File: src/design/taf_pkg.sv
// Shared constants, types and helper functions for the triangle affine transform.
`default_nettype none

package taf_pkg;

  // Coordinate format and derived widths
  localparam int COORD_WIDTH = 32;
  localparam int FRAC_BITS   = 16;
  localparam int IO_W        = 32;
  localparam int SAT_W       = (COORD_WIDTH < 32) ? COORD_WIDTH : 32;
  localparam int PROD_W      = 2 * IO_W;
  localparam int ACC_W       = PROD_W - FRAC_BITS + 2;
  localparam int SUM_W       = SAT_W + 2;
  localparam int RAD_W       = 2 * SAT_W;
  localparam int DIV_N_W     = SAT_W + FRAC_BITS;
  localparam int DIV_D_W     = SAT_W;
  localparam int CNT_W       = $clog2(DIV_N_W + 1);
  localparam int NUM_COEF    = 12;

  // Input action codes
  localparam logic [1:0] ACT_LOAD   = 2'd0;
  localparam logic [1:0] ACT_VERTEX = 2'd1;
  localparam logic [1:0] ACT_NORMAL = 2'd2;
  localparam logic [1:0] ACT_RSVD   = 2'd3;

  // Result kind codes
  localparam logic [1:0] KIND_VERTEX   = 2'd0;
  localparam logic [1:0] KIND_NORMAL   = 2'd1;
  localparam logic [1:0] KIND_CENTROID = 2'd2;

  // Divide by three: with n = a*2^17 + b, n/3 = a*DIV3_HI + (2a + b)/3,
  // and the last term is (2a + b) * DIV3_RCP / 2^20
  localparam logic [15:0] DIV3_HI  = 16'd43690;
  localparam logic [18:0] DIV3_RCP = 19'd349526;

  // Saturation bounds at accumulator width
  localparam logic signed [ACC_W-1:0] SAT_HI =
    {{(ACC_W-SAT_W+1){1'b0}}, {(SAT_W-1){1'b1}}};
  localparam logic signed [ACC_W-1:0] SAT_LO =
    {{(ACC_W-SAT_W+1){1'b1}}, {(SAT_W-1){1'b0}}};

  // Rounding constant for products
  localparam logic signed [PROD_W-1:0] RND_HALF =
    {{(PROD_W-FRAC_BITS){1'b0}}, 1'b1, {(FRAC_BITS-1){1'b0}}};

  // Fixed-point one
  localparam logic signed [IO_W-1:0] FX_ONE =
    {{(IO_W-FRAC_BITS-1){1'b0}}, 1'b1, {FRAC_BITS{1'b0}}};

  // Command to the shared root and divide unit
  typedef struct packed {
    logic start;
    logic is_sqrt;
  } dsu_cmd_t;

  // Clamp a wide signed value into the result range
  function automatic logic signed [IO_W-1:0] sat_io(input logic signed [ACC_W-1:0] v);
    logic signed [ACC_W-1:0] c;
    begin
      if (v > SAT_HI) c = SAT_HI;
      else if (v < SAT_LO) c = SAT_LO;
      else c = v;
      return IO_W'(c);
    end
  endfunction

  // Round a product to FRAC_BITS fraction bits, ties toward plus infinity
  function automatic logic signed [ACC_W-1:0] round_prod(input logic signed [PROD_W-1:0] p);
    logic signed [PROD_W-1:0] t;
    begin
      t = p + RND_HALF;
      return ACC_W'(t >>> FRAC_BITS);
    end
  endfunction

endpackage

`default_nettype wire

File: src/design/taf_mul.sv
// Registered signed multiplier with fixed-point rounding of its product.
`default_nettype none

module taf_mul (
  input  wire logic                                  clk,
  input  wire logic                                  en,
  input  wire logic signed [taf_pkg::IO_W-1:0]       a,
  input  wire logic signed [taf_pkg::IO_W-1:0]       b,
  output logic signed [taf_pkg::PROD_W-1:0]          prod,
  output logic signed [taf_pkg::ACC_W-1:0]           prod_rnd
);
  import taf_pkg::*;

  logic signed [PROD_W-1:0] prod_r;

  // Capture the exact product
  always_ff @(posedge clk) begin
    if (en) begin
      prod_r <= PROD_W'(a) * PROD_W'(b);
    end
  end

  assign prod     = prod_r;
  assign prod_rnd = round_prod(prod_r);

endmodule

`default_nettype wire

File: config.mk
export PLATFORM = sky130hd
export DESIGN_NAME = taf_mul
export DESIGN_NICKNAME = d
export VERILOG_FILES = /design/src/design/taf_pkg.sv /design/src/design/taf_mul.sv
export SDC_FILE = /design/constraint.sdc
export NUM_CORES = 2
export LEC_CHECK = 0
export ABC_AREA = 1
export BUFFER_PORTS_ARGS = -buffer_cell sky130_fd_sc_hd__buf_2
export CAP_MARGIN = 20
export CORE_ASPECT_RATIO = 0.7
export CORE_MARGIN = 1
export CORE_UTILIZATION = 53
export CTS_CLUSTER_SIZE = 12
export DETAILED_ROUTE_END_ITERATION = 16
export GPL_TIMING_DRIVEN = 0
export PLACE_DENSITY = 0.7
export SLEW_MARGIN = 20
export SYNTH_ARGS = -nofsm -noshare
export SYNTH_HDL_FRONTEND = slang
export SYNTH_SLANG_ARGS = --single-unit
export TNS_END_PERCENT = 30
File: constraint.sdc
create_clock -name clk -period 13.25 [get_ports clk]
set_input_delay 0.6625 -clock clk [delete_from_list [all_inputs] [get_ports clk]]
set_output_delay 0.6625 -clock clk [all_outputs]
set_load 0.02 [all_outputs]
==> summary.txt <==
Placement
  – Pre-CTS setup slack: 3.60 ns
  – Final HPWL from detailed placement: 142 mm
  – Total placed cells including tap cells: 6572
  – Placer's final routability congestion estimate: 1.07
  – Buffers added on ports: 179

Setup path
  – Crit path capture type: flip-flop
  – Data required time at the worst endpoint: 13.35 ns
  – Critical-path top delay cell: sky130_fd_sc_hd__fa_1
  – Cell family with the largest share of critical-path delay: adder cells
  – Data arrival time of the critical path: 9.56 ns
  – Number of buffer and inverter instances along the worst setup path: 9
  – Max incr delay on CP: 1.00 ns
  – Most common cell type on the critical path: sky130_fd_sc_hd__fa_1
  – Crit Path Category: input pin to flip-flop
  – Critical Path Start Type: input pin
  – Largest fanout of any net on the critical path: 10

Clocking
  – Hold buffers post-CTS: 0
  – CTS tree: yes
  – Clock-pin slew on the worst setup and hold paths: around 0.060 ns
  – Longest Clk Path Bufs: 2
  – H-tree lvl count: 3
  – Number of clock sinks seen by CTS: 64
  – Post-CTS sizing: 0
  – CTS Buf Count: 9
  – Clock root buffer: sky130_fd_sc_hd__clkbuf_16
  – Post-CTS repair timing setup buffer count: 0

Logic synthesis
  – Unique masters post-synth: 36
  – Mapped Area: about 42000 um2
  – Synth top area share: 51.6%
  – Net count after synthesis: 6681
  – Synthesized flop and latch total: 64
  – Number of enable-type register cells in the synthesized netlist: 64
  – Area contributors post-synth: sky130_fd_sc_hd__fa_1 52%, sky130_fd_sc_hd__inv_1 15%, sky130_fd_sc_hd__nand2_1 14%
  – Most used DFF post-synth: sky130_fd_sc_hd__edfxtp_1
  – Syn_area_per_cell: 7.84 um2
  – Yosys synthesis warning count: 0
  – Count of mapped cells out of synthesis: 5348
  – Sequential-to-total area share from yosys stat: 4.58%
  – Cell accounting for the most synthesized area: sky130_fd_sc_hd__fa_1
  – FFs w/ async S/R, synth: 0%

STA
  – Worst Slack Setup Final: 3.79 ns
  – Min Tclk post-route: between 9 and 10 ns
  – Tcrit/Tclk final: slightly above 70%
  – Total negative slack: 0 ns
  – Number of pins exceeding their max-slew limit in the final report: 0
  – Count of final hold-check violations: 0
  – Setup violations, final: 0
  – Measured slew at the worst slew-check pin: 1.30 ns
  – Relative slew margins: 13.0%
  – Setup repair after global routing missed its margin: false
  – Achievable clock frequency: roughly 110 MHz

Route
  – WL per Instance: 25.4 um
  – Overall routed net length: 168 mm
  – Total vias in the final route: between 30000 and 40000
  – Drt pass-1 iters: 7
  – Initial drt markers: 4332
  – Detailed-route DRC error count: 0
  – Number of vias per cell after detailed routing: 5.45
  – Antenna Nets Post-Route: 0

Layout
  – Area grow syn2layout: 6.31%
  – Commonest cells after routing, fill and taps aside: 1729 x sky130_fd_sc_hd__inv_1, 1561 x sky130_fd_sc_hd__nand2_1, 1081 x sky130_fd_sc_hd__fa_1
  – Number of flip-flops under the largest register name: 64
  – Non-filler instance count after layout: 6597
  – Number of nets at the end of the flow: a little under 7000
  – Commonest non-fill, non-tap cell in the layout: sky130_fd_sc_hd__inv_1
  – Fill cells: roughly 7400
  – Share of post-route cells with drive strength above 1: 4.72%

Die
  – Chip Height: 237 um
  – Starting Density: 54.0%
  – Core area: 77600 um2
  – Total number of placement rows: 85
  – Die extent in x: 338 um
  – Total Die Area: roughly 80000 um2
  – Top-Level Pins: 180

Global route
  – Remaining Overflow, GRT: 0
  – Global-route wire length before repair: 244 mm
  – Number of antenna violations at the first check in global routing: 11
  – Via count of the first global-routing pass: 36400
  – All-layer global routing usage: 43.0%
  – Maximum number of pins on one net before global-route repair: 65

Job
  – Number of max-cap violations: 0

Status
  – Status: finished clean

Min path
  – Type of the worst min-delay path: input pin to flip-flop
synthesized netlist by cell type, types with 3 or more instances:
cell	instances
sky130_fd_sc_hd__nor4_1	17
sky130_fd_sc_hd__nand3_1	85
sky130_fd_sc_hd__xnor2_1	17
sky130_fd_sc_hd__inv_1	1729
sky130_fd_sc_hd__nand3_2	7
sky130_fd_sc_hd__nor2_1	171
sky130_fd_sc_hd__edfxtp_1	64
sky130_fd_sc_hd__and2_1	3
sky130_fd_sc_hd__o21bai_1	9
sky130_fd_sc_hd__nand4_1	28
sky130_fd_sc_hd__nand2_1	1561
sky130_fd_sc_hd__ha_1	185
sky130_fd_sc_hd__nor3_1	15
sky130_fd_sc_hd__a21oi_1	63
sky130_fd_sc_hd__nor3_2	3
sky130_fd_sc_hd__nor2_4	3
sky130_fd_sc_hd__xor2_1	62
sky130_fd_sc_hd__nor2_2	4
sky130_fd_sc_hd__fa_1	1082
sky130_fd_sc_hd__or2_2	7
sky130_fd_sc_hd__o21ai_0	23
sky130_fd_sc_hd__clkbuf_1	192
final cells by class:
cell class,count,area (um2),area share (%)
Inverter,1729,6490,14.6
Clock inverter,7,95.1,0.213
Sequential cell,64,1920,4.31
Multi-Input combinational cell,3361,32800,73.6
Clock buffer,9,225,0.505
Tap cell,1044,1310,2.93
Timing Repair Buffer,184,955,2.14
Buffer,194,768,1.72
Antenna cell,5,12.5,0.0281
through the flow:
stage	util (%)	instance area, um2	hold WS [ns]
2_1_floorplan	-	42000	0.775
3_3_place_gp	56.9	44200	1.10
3_5_place_dp	56.9	44200	1.11
4_1_cts	57.3	44500	0.799
5_1_grt	57.4	44600	0.821
6_report	57.4	44600	0.827
kinds of logic after synthesis:
group / after synthesis / synth area share, %
buffers and inverters: 1923 / 17.2
DFF: 64 / 4.58
and+or+nand+nor: 1914 / 18.1
xor gates and xnor gates: 79 / 1.65
adders and majority gates: 1267 / 57.1
AOI/OAI and AO/OA: 101 / 1.29
routing by layer:
metal	share of wire, %	track usage, %
met3	16	17.0
met5	0.040	0
met1	40	61.3
met2	39	59.0
met4	4.5	15.3
path summary, 6_finish.rpt:
kind | slack (ns) | cells after the start | startpoint | to
worst max-delay path | 3.79 | 26 | a[31] | prod[60]$_DFFE_PP_
worst min-delay path | 0.83 | 3 | b[0] | prod[0]$_DFFE_PP_
Power is not shown: default switching activity piles up to over one toggle a cycle in this logic, so the estimate is an artifact.
