File: src/design/taf_pkg.sv
// Shared constants, types and helper functions for the triangle affine transform.
`default_nettype none

package taf_pkg;

  // Coordinate format and derived widths
  localparam int COORD_WIDTH = 32;
  localparam int FRAC_BITS   = 16;
  localparam int IO_W        = 32;
  localparam int SAT_W       = (COORD_WIDTH < 32) ? COORD_WIDTH : 32;
  localparam int PROD_W      = 2 * IO_W;
  localparam int ACC_W       = PROD_W - FRAC_BITS + 2;
  localparam int SUM_W       = SAT_W + 2;
  localparam int RAD_W       = 2 * SAT_W;
  localparam int DIV_N_W     = SAT_W + FRAC_BITS;
  localparam int DIV_D_W     = SAT_W;
  localparam int CNT_W       = $clog2(DIV_N_W + 1);
  localparam int NUM_COEF    = 12;

  // Input action codes
  localparam logic [1:0] ACT_LOAD   = 2'd0;
  localparam logic [1:0] ACT_VERTEX = 2'd1;
  localparam logic [1:0] ACT_NORMAL = 2'd2;
  localparam logic [1:0] ACT_RSVD   = 2'd3;

  // Result kind codes
  localparam logic [1:0] KIND_VERTEX   = 2'd0;
  localparam logic [1:0] KIND_NORMAL   = 2'd1;
  localparam logic [1:0] KIND_CENTROID = 2'd2;

  // Divide by three: with n = a*2^17 + b, n/3 = a*DIV3_HI + (2a + b)/3,
  // and the last term is (2a + b) * DIV3_RCP / 2^20
  localparam logic [15:0] DIV3_HI  = 16'd43690;
  localparam logic [18:0] DIV3_RCP = 19'd349526;

  // Saturation bounds at accumulator width
  localparam logic signed [ACC_W-1:0] SAT_HI =
    {{(ACC_W-SAT_W+1){1'b0}}, {(SAT_W-1){1'b1}}};
  localparam logic signed [ACC_W-1:0] SAT_LO =
    {{(ACC_W-SAT_W+1){1'b1}}, {(SAT_W-1){1'b0}}};

  // Rounding constant for products
  localparam logic signed [PROD_W-1:0] RND_HALF =
    {{(PROD_W-FRAC_BITS){1'b0}}, 1'b1, {(FRAC_BITS-1){1'b0}}};

  // Fixed-point one
  localparam logic signed [IO_W-1:0] FX_ONE =
    {{(IO_W-FRAC_BITS-1){1'b0}}, 1'b1, {FRAC_BITS{1'b0}}};

  // Command to the shared root and divide unit
  typedef struct packed {
    logic start;
    logic is_sqrt;
  } dsu_cmd_t;

  // Clamp a wide signed value into the result range
  function automatic logic signed [IO_W-1:0] sat_io(input logic signed [ACC_W-1:0] v);
    logic signed [ACC_W-1:0] c;
    begin
      if (v > SAT_HI) c = SAT_HI;
      else if (v < SAT_LO) c = SAT_LO;
      else c = v;
      return IO_W'(c);
    end
  endfunction

  // Round a product to FRAC_BITS fraction bits, ties toward plus infinity
  function automatic logic signed [ACC_W-1:0] round_prod(input logic signed [PROD_W-1:0] p);
    logic signed [PROD_W-1:0] t;
    begin
      t = p + RND_HALF;
      return ACC_W'(t >>> FRAC_BITS);
    end
  endfunction

endpackage

`default_nettype wire

File: src/design/taf_dsu.sv
// Iterative square root and restoring divider sharing one compare-subtract.
`default_nettype none

module taf_dsu (
  input  wire logic                           clk,
  input  wire logic                           rst_n,
  input  wire taf_pkg::dsu_cmd_t              cmd,
  input  wire logic [taf_pkg::RAD_W-1:0]      rad,
  input  wire logic [taf_pkg::DIV_N_W-1:0]    num,
  input  wire logic [taf_pkg::DIV_D_W-1:0]    den,
  output logic                                done,
  output logic [taf_pkg::DIV_N_W-1:0]         quo,
  output logic [taf_pkg::DIV_D_W-1:0]         root
);
  import taf_pkg::*;

  localparam logic [RAD_W-1:0] BIT_TOP = {2'b01, {(RAD_W-2){1'b0}}};

  logic               busy_r;
  logic               done_r;
  logic               sqrt_r;
  logic [CNT_W-1:0]   cnt_r;
  logic [RAD_W-1:0]   s_r;
  logic [RAD_W-1:0]   r_r;
  logic [RAD_W-1:0]   bit_r;
  logic [DIV_N_W-1:0] num_r;
  logic [DIV_D_W-1:0] rem_r;
  logic [DIV_D_W-1:0] den_r;

  logic [DIV_D_W:0]   shifted;
  logic [RAD_W-1:0]   lhs;
  logic [RAD_W-1:0]   rhs;
  logic [RAD_W:0]     diff;
  logic               ge;

  // Shared compare-subtract
  always_comb begin
    shifted = {rem_r, num_r[DIV_N_W-1]};
    lhs     = sqrt_r ? s_r : RAD_W'(shifted);
    rhs     = sqrt_r ? (r_r + bit_r) : RAD_W'(den_r);
    diff    = {1'b0, lhs} - {1'b0, rhs};
    ge      = ~diff[RAD_W];
  end

  // Load on start, one digit per cycle while busy
  always_ff @(posedge clk) begin
    if (!rst_n) begin
      busy_r <= 1'b0;
      done_r <= 1'b0;
    end else begin
      done_r <= 1'b0;
      if (cmd.start) begin
        busy_r <= 1'b1;
        sqrt_r <= cmd.is_sqrt;
        if (cmd.is_sqrt) begin
          s_r   <= rad;
          r_r   <= '0;
          bit_r <= BIT_TOP;
          cnt_r <= CNT_W'(SAT_W - 1);
        end else begin
          num_r <= num;
          rem_r <= '0;
          den_r <= den;
          cnt_r <= CNT_W'(DIV_N_W - 1);
        end
      end else if (busy_r) begin
        if (sqrt_r) begin
          if (ge) begin
            s_r <= diff[RAD_W-1:0];
            r_r <= (r_r >> 1) + bit_r;
          end else begin
            r_r <= r_r >> 1;
          end
          bit_r <= bit_r >> 2;
        end else begin
          rem_r <= ge ? diff[DIV_D_W-1:0] : shifted[DIV_D_W-1:0];
          num_r <= {num_r[DIV_N_W-2:0], ge};
        end
        cnt_r <= cnt_r - 1'b1;
        if (cnt_r == '0) begin
          busy_r <= 1'b0;
          done_r <= 1'b1;
        end
      end
    end
  end

  assign done = done_r;
  assign quo  = num_r;
  assign root = r_r[DIV_D_W-1:0];

endmodule

`default_nettype wire

File: config.mk
export PLATFORM = sky130hd
export DESIGN_NAME = taf_dsu
export DESIGN_NICKNAME = d
export VERILOG_FILES = /design/src/design/taf_pkg.sv /design/src/design/taf_dsu.sv
export SDC_FILE = /design/constraint.sdc
export NUM_CORES = 1
export LEC_CHECK = 0
export ABC_CLOCK_PERIOD_IN_PS = 22100
export BUFFER_PORTS_ARGS = -buffer_cell sky130_fd_sc_hd__buf_4
export CORE_MARGIN = 4
export CORE_UTILIZATION = 55
export CTS_BUF_LIST = sky130_fd_sc_hd__clkbuf_4 sky130_fd_sc_hd__clkbuf_8
export DETAILED_ROUTE_END_ITERATION = 8
export PLACE_DENSITY_LB_ADDON = 0.05
export SYNTH_ARGS = -nofsm -noshare
export SYNTH_HDL_FRONTEND = slang
export SYNTH_SLANG_ARGS = --single-unit
File: constraint.sdc
create_clock -name clk -period 22.1 [get_ports clk]
set_input_delay 0 -clock clk [delete_from_list [all_inputs] [get_ports clk]]
set_output_delay 0 -clock clk [all_outputs]
set_load 0.05 [all_outputs]
==> metrics.md <==
| Metric | Value |
|---|---|
| Clock sinks | 281 |
| CTS-repair resized insts | 0 |
| Layout overhead on the synthesized area | 19.8% |
| Top sig layer | met5 |
| Routability cong. | 0.938 |
| CP Class | flip-flop to flip-flop |
| TritonCTS clock tree | yes |
| Most frequent cells in the layout | edfxtp_1 (279), nand2_1 (262), buf_4 (240), o21ai_0 (204), a21oi_1 (156) |
| Reg2Reg Launch Point | r_r[2] |
| Worst VDD drop | between 0.05 and 0.06 mV |
| Antenna violations before repair | 1 |
| Final Cycle Share | 0.350 |
| H-tree depth | 2 |
| CTS Hold Bufs | between 100 and 150 |
| Critical-path top delay cell | buf_4 |
| Max incr delay on CP | ~0.66 ns |
| Number of I/O port buffers | between 200 and 250 |
| Asr flop ratio synth | 0 |
| Grt total ovfl | 0 |
| IO Count | ~230 |
| Fin. Hold Viols | 0 |
| Final setup TNS | 0 ns |
| Seq/Total Area, Yosys | 0.395 |
| Root Driver | clkbuf_8 |
| Place WS | ~14 ns |
| Final ANT Viol Nets | 0 |
| Placeable Area | approximately 38000 um2 |
| Data arrival, critical path | around 8.1 ns |
| CTS Buf Count | 51 |
| Syn_area_per_cell | ~9.3 um2 |
| Die area | roughly 42000 um2 |
| Synth Flop Type | edfxtp_1 |
| Library cells used by synthesis | 78 |
| Synthesized area | approximately 21000 um2 |
| Clock buffer depth | 3 |
| Synthesized instance count | approximately 2300 |
| Dpl hpwl | ~45000 um |
| Most common cell after layout, fill and taps aside | edfxtp_1 |
| Metal2 WL | 32300 um |
| RSZ-0062 raised after global routing | no |
| Die W | 205 um |
| Status | completed |
| DRC errors left | 0 |
| Worst slew pin tran | 1.13 ns |
| Layout cells sized above 1 | 0.160 |
| CP dominant cell by count | o21ai_0 |
| Crit-path cells | ha_1, a31oi_1, o21ai_0, a221o_1, a41oi_1, nor2_1, nor2_1, o21ai_0, xor2_1, nand2_1, ha_1, nand4_1, nor4_1, nand3_1, a21oi_1, o31ai_2, a2111oi_4, o211ai_2, a21oi_4, buf_4, buf_4, o21ai_0, mux2_2 |
| Die H | approximately 200 um |
| Met1 WL | between 20000 and 30000 um |
| Worst EP required | between 20 and 25 ns |
| Drt first pass iters | 5 |
| WHS | around 0.08 ns |
| Skew final | 0.0474 ns |
| Max-slew violation count | 0 |
| Synth Net Count | 2570 |
| Met3 WL | 3620 um |
| Slack of the critical path | between 10 and 15 ns |
| Clk slew on worst S/H paths | 0.07 ns |
| First-pass GRT wire length | between 100000 and 150000 um |
| Setup crit end kind | flip-flop |
| FF-to-FF End | r_r[51] |
| Max-cap violations | 0 |
| Initial DRC Count | ~1200 |
| Vias per cell | roughly 6 |
| Power per cell area | about 65 nW/um2 |
| R2r setup slk | 14.35 ns |
| Vias | approximately 19000 |
| Row cnt | 71 |
| Hold Path Stages | 2 |
| Number of flops mapped to enable cells by yosys | approximately 280 |
| Worst min-delay path class | input pin to flip-flop |
| Final Setup Violations | 0 |
| Post-CTS setup buffers | 0 |
| Antenna Cells | 0 |
| Starting Density | 0.562 |
| Nets | approximately 2900 |
| Yosys Warn Count | 0 |
| Crit-path max FO | 66 |
| Design Power | around 1.7 mW |
| Skew-Pair Late Insertion Delay | around 0.65 ns |
| Largest net degree at the start of global routing | ~120 |
| DR WL/cell | approximately 21 um |
| Hold Crit Start | den[16] |
| Max_slew headroom | 0.225 |
| Gr usage total | 0.300 |
| Startpoint Class | flip-flop |
| Synthesized flop and latch total | between 200 and 300 |
| Path depth of the worst reg2reg path | 23 |
| Fmax | about 130 MHz |
| Hold endpoint | den_r[16] |
| Vias in the first global route | 18800 |
| Tmin final | between 7 and 8 ns |
| DRT Wirelength | 64500 um |
| Leak | approximately 10 nW |
## state kept, by name (all words and copies together), names as in the netlist
register	count
cnt_r	6
s_r	64
quo	48
den_r	32
bit_r	32
rem_r	32
sqrt_r	1
busy_r	1
r_r	64
done	1
## power by group
| group | leakage, nW | switching (mW) | internal, mW |
|---|---|---|---|
| clock network | 0.501 | 0.232 | 0.260 |
| logic | 6.86 | 0.308 | 0.207 |
| registers | 2.61 | 0.0231 | 0.631 |
| total | 9.97 | 0.563 | 1.10 |
## final cells by class
type,count,area (um2)
clock inverter,23,160
multi-input combinational,1813,12000
inverter,62,233
sequential,281,8420
fill,2997,12400
clock buffer,64,800
timing repair buffer,389,3300
tap,511,639
## through the flow
step	cell area, um2	util	cells
2_1_floorplan	21300	-	2290
3_3_place_gp	23100	0.609	2908
3_5_place_dp	23100	0.609	2908
4_1_cts	25500	0.673	3143
5_1_grt	25500	0.673	3143
6_report	25500	0.673	3143
## critical path, delay by kind of cell (launching register included)
family / cells / cell delay, ns
AO/OA/AOI/OAI: 11 / 3.10
buffers and inverters: 2 / 1.22
AND/OR/NAND/NOR: 6 / 1.16
adder cells (fa/ha/maj): 2 / 0.88
flip-flops: 1 / 0.50
multiplexers: 1 / 0.32
XOR/XNOR: 1 / 0.18
## cells in the mapped netlist (22+ instances only)
cell      number  area [um2]
inv_1         62         233
a31o_2        22         193
a21oi_1      156         781
o21ai_0      204        1020
mux2i_1       45         450
nor2_1       151         567
nand2b_1      30         188
a211oi_1      40         300
o21bai_1      35         263
nand4_1       41         257
xor2_1        73         639
clkbuf_1      65         244
ha_1         131        1640
and2_1        47         294
xnor2_1       65         569
nand3_1       32         160
or3_1         29         181
a21o_1        35         263
a31oi_1       62         388
mux2_2        64         721
nand2_1      262         983
buf_4         40         300
edfxtp_1     279        8380
nor3_1        39         195
nor2b_1       84         526
## worst max-delay path by stage
stage | start | to | slack, ns | cells past startpoint
floorplan | r_r[0] | s_r[0] | 15.11 | 25
global placement | r_r[2] | r_r[51] | 14.75 | 24
detailed placement | r_r[2] | r_r[51] | 14.50 | 23
CTS | r_r[2] | r_r[51] | 14.40 | 23
global route | r_r[2] | r_r[51] | 13.75 | 23
finish | r_r[2] | r_r[51] | 14.35 | 23
## cells by family (layout without fill, tap and decap cells)
| logic type | after synthesis | count (layout) | synth area share |
|---|---|---|---|
| simple gates | 779 | 779 | 0.180 |
| fa+ha+maj | 132 | 132 | 0.0779 |
| flops | 281 | 281 | 0.395 |
| compound gates | 654 | 654 | 0.191 |
| buf+inv | 196 | 538 | 0.0439 |
| mux | 110 | 110 | 0.0555 |
| xor+xnor | 138 | 138 | 0.0567 |
## per-layer routing
metal | GRT usage | vias up
met1 | 0.364 | 8933
met3 | 0.0499 | 138
met2 | 0.534 | 611
li1 | - | 9083
met5 | 0 | -
met4 | 0.118 | 2
Note: power is estimated with default switching activity, not from simulation.
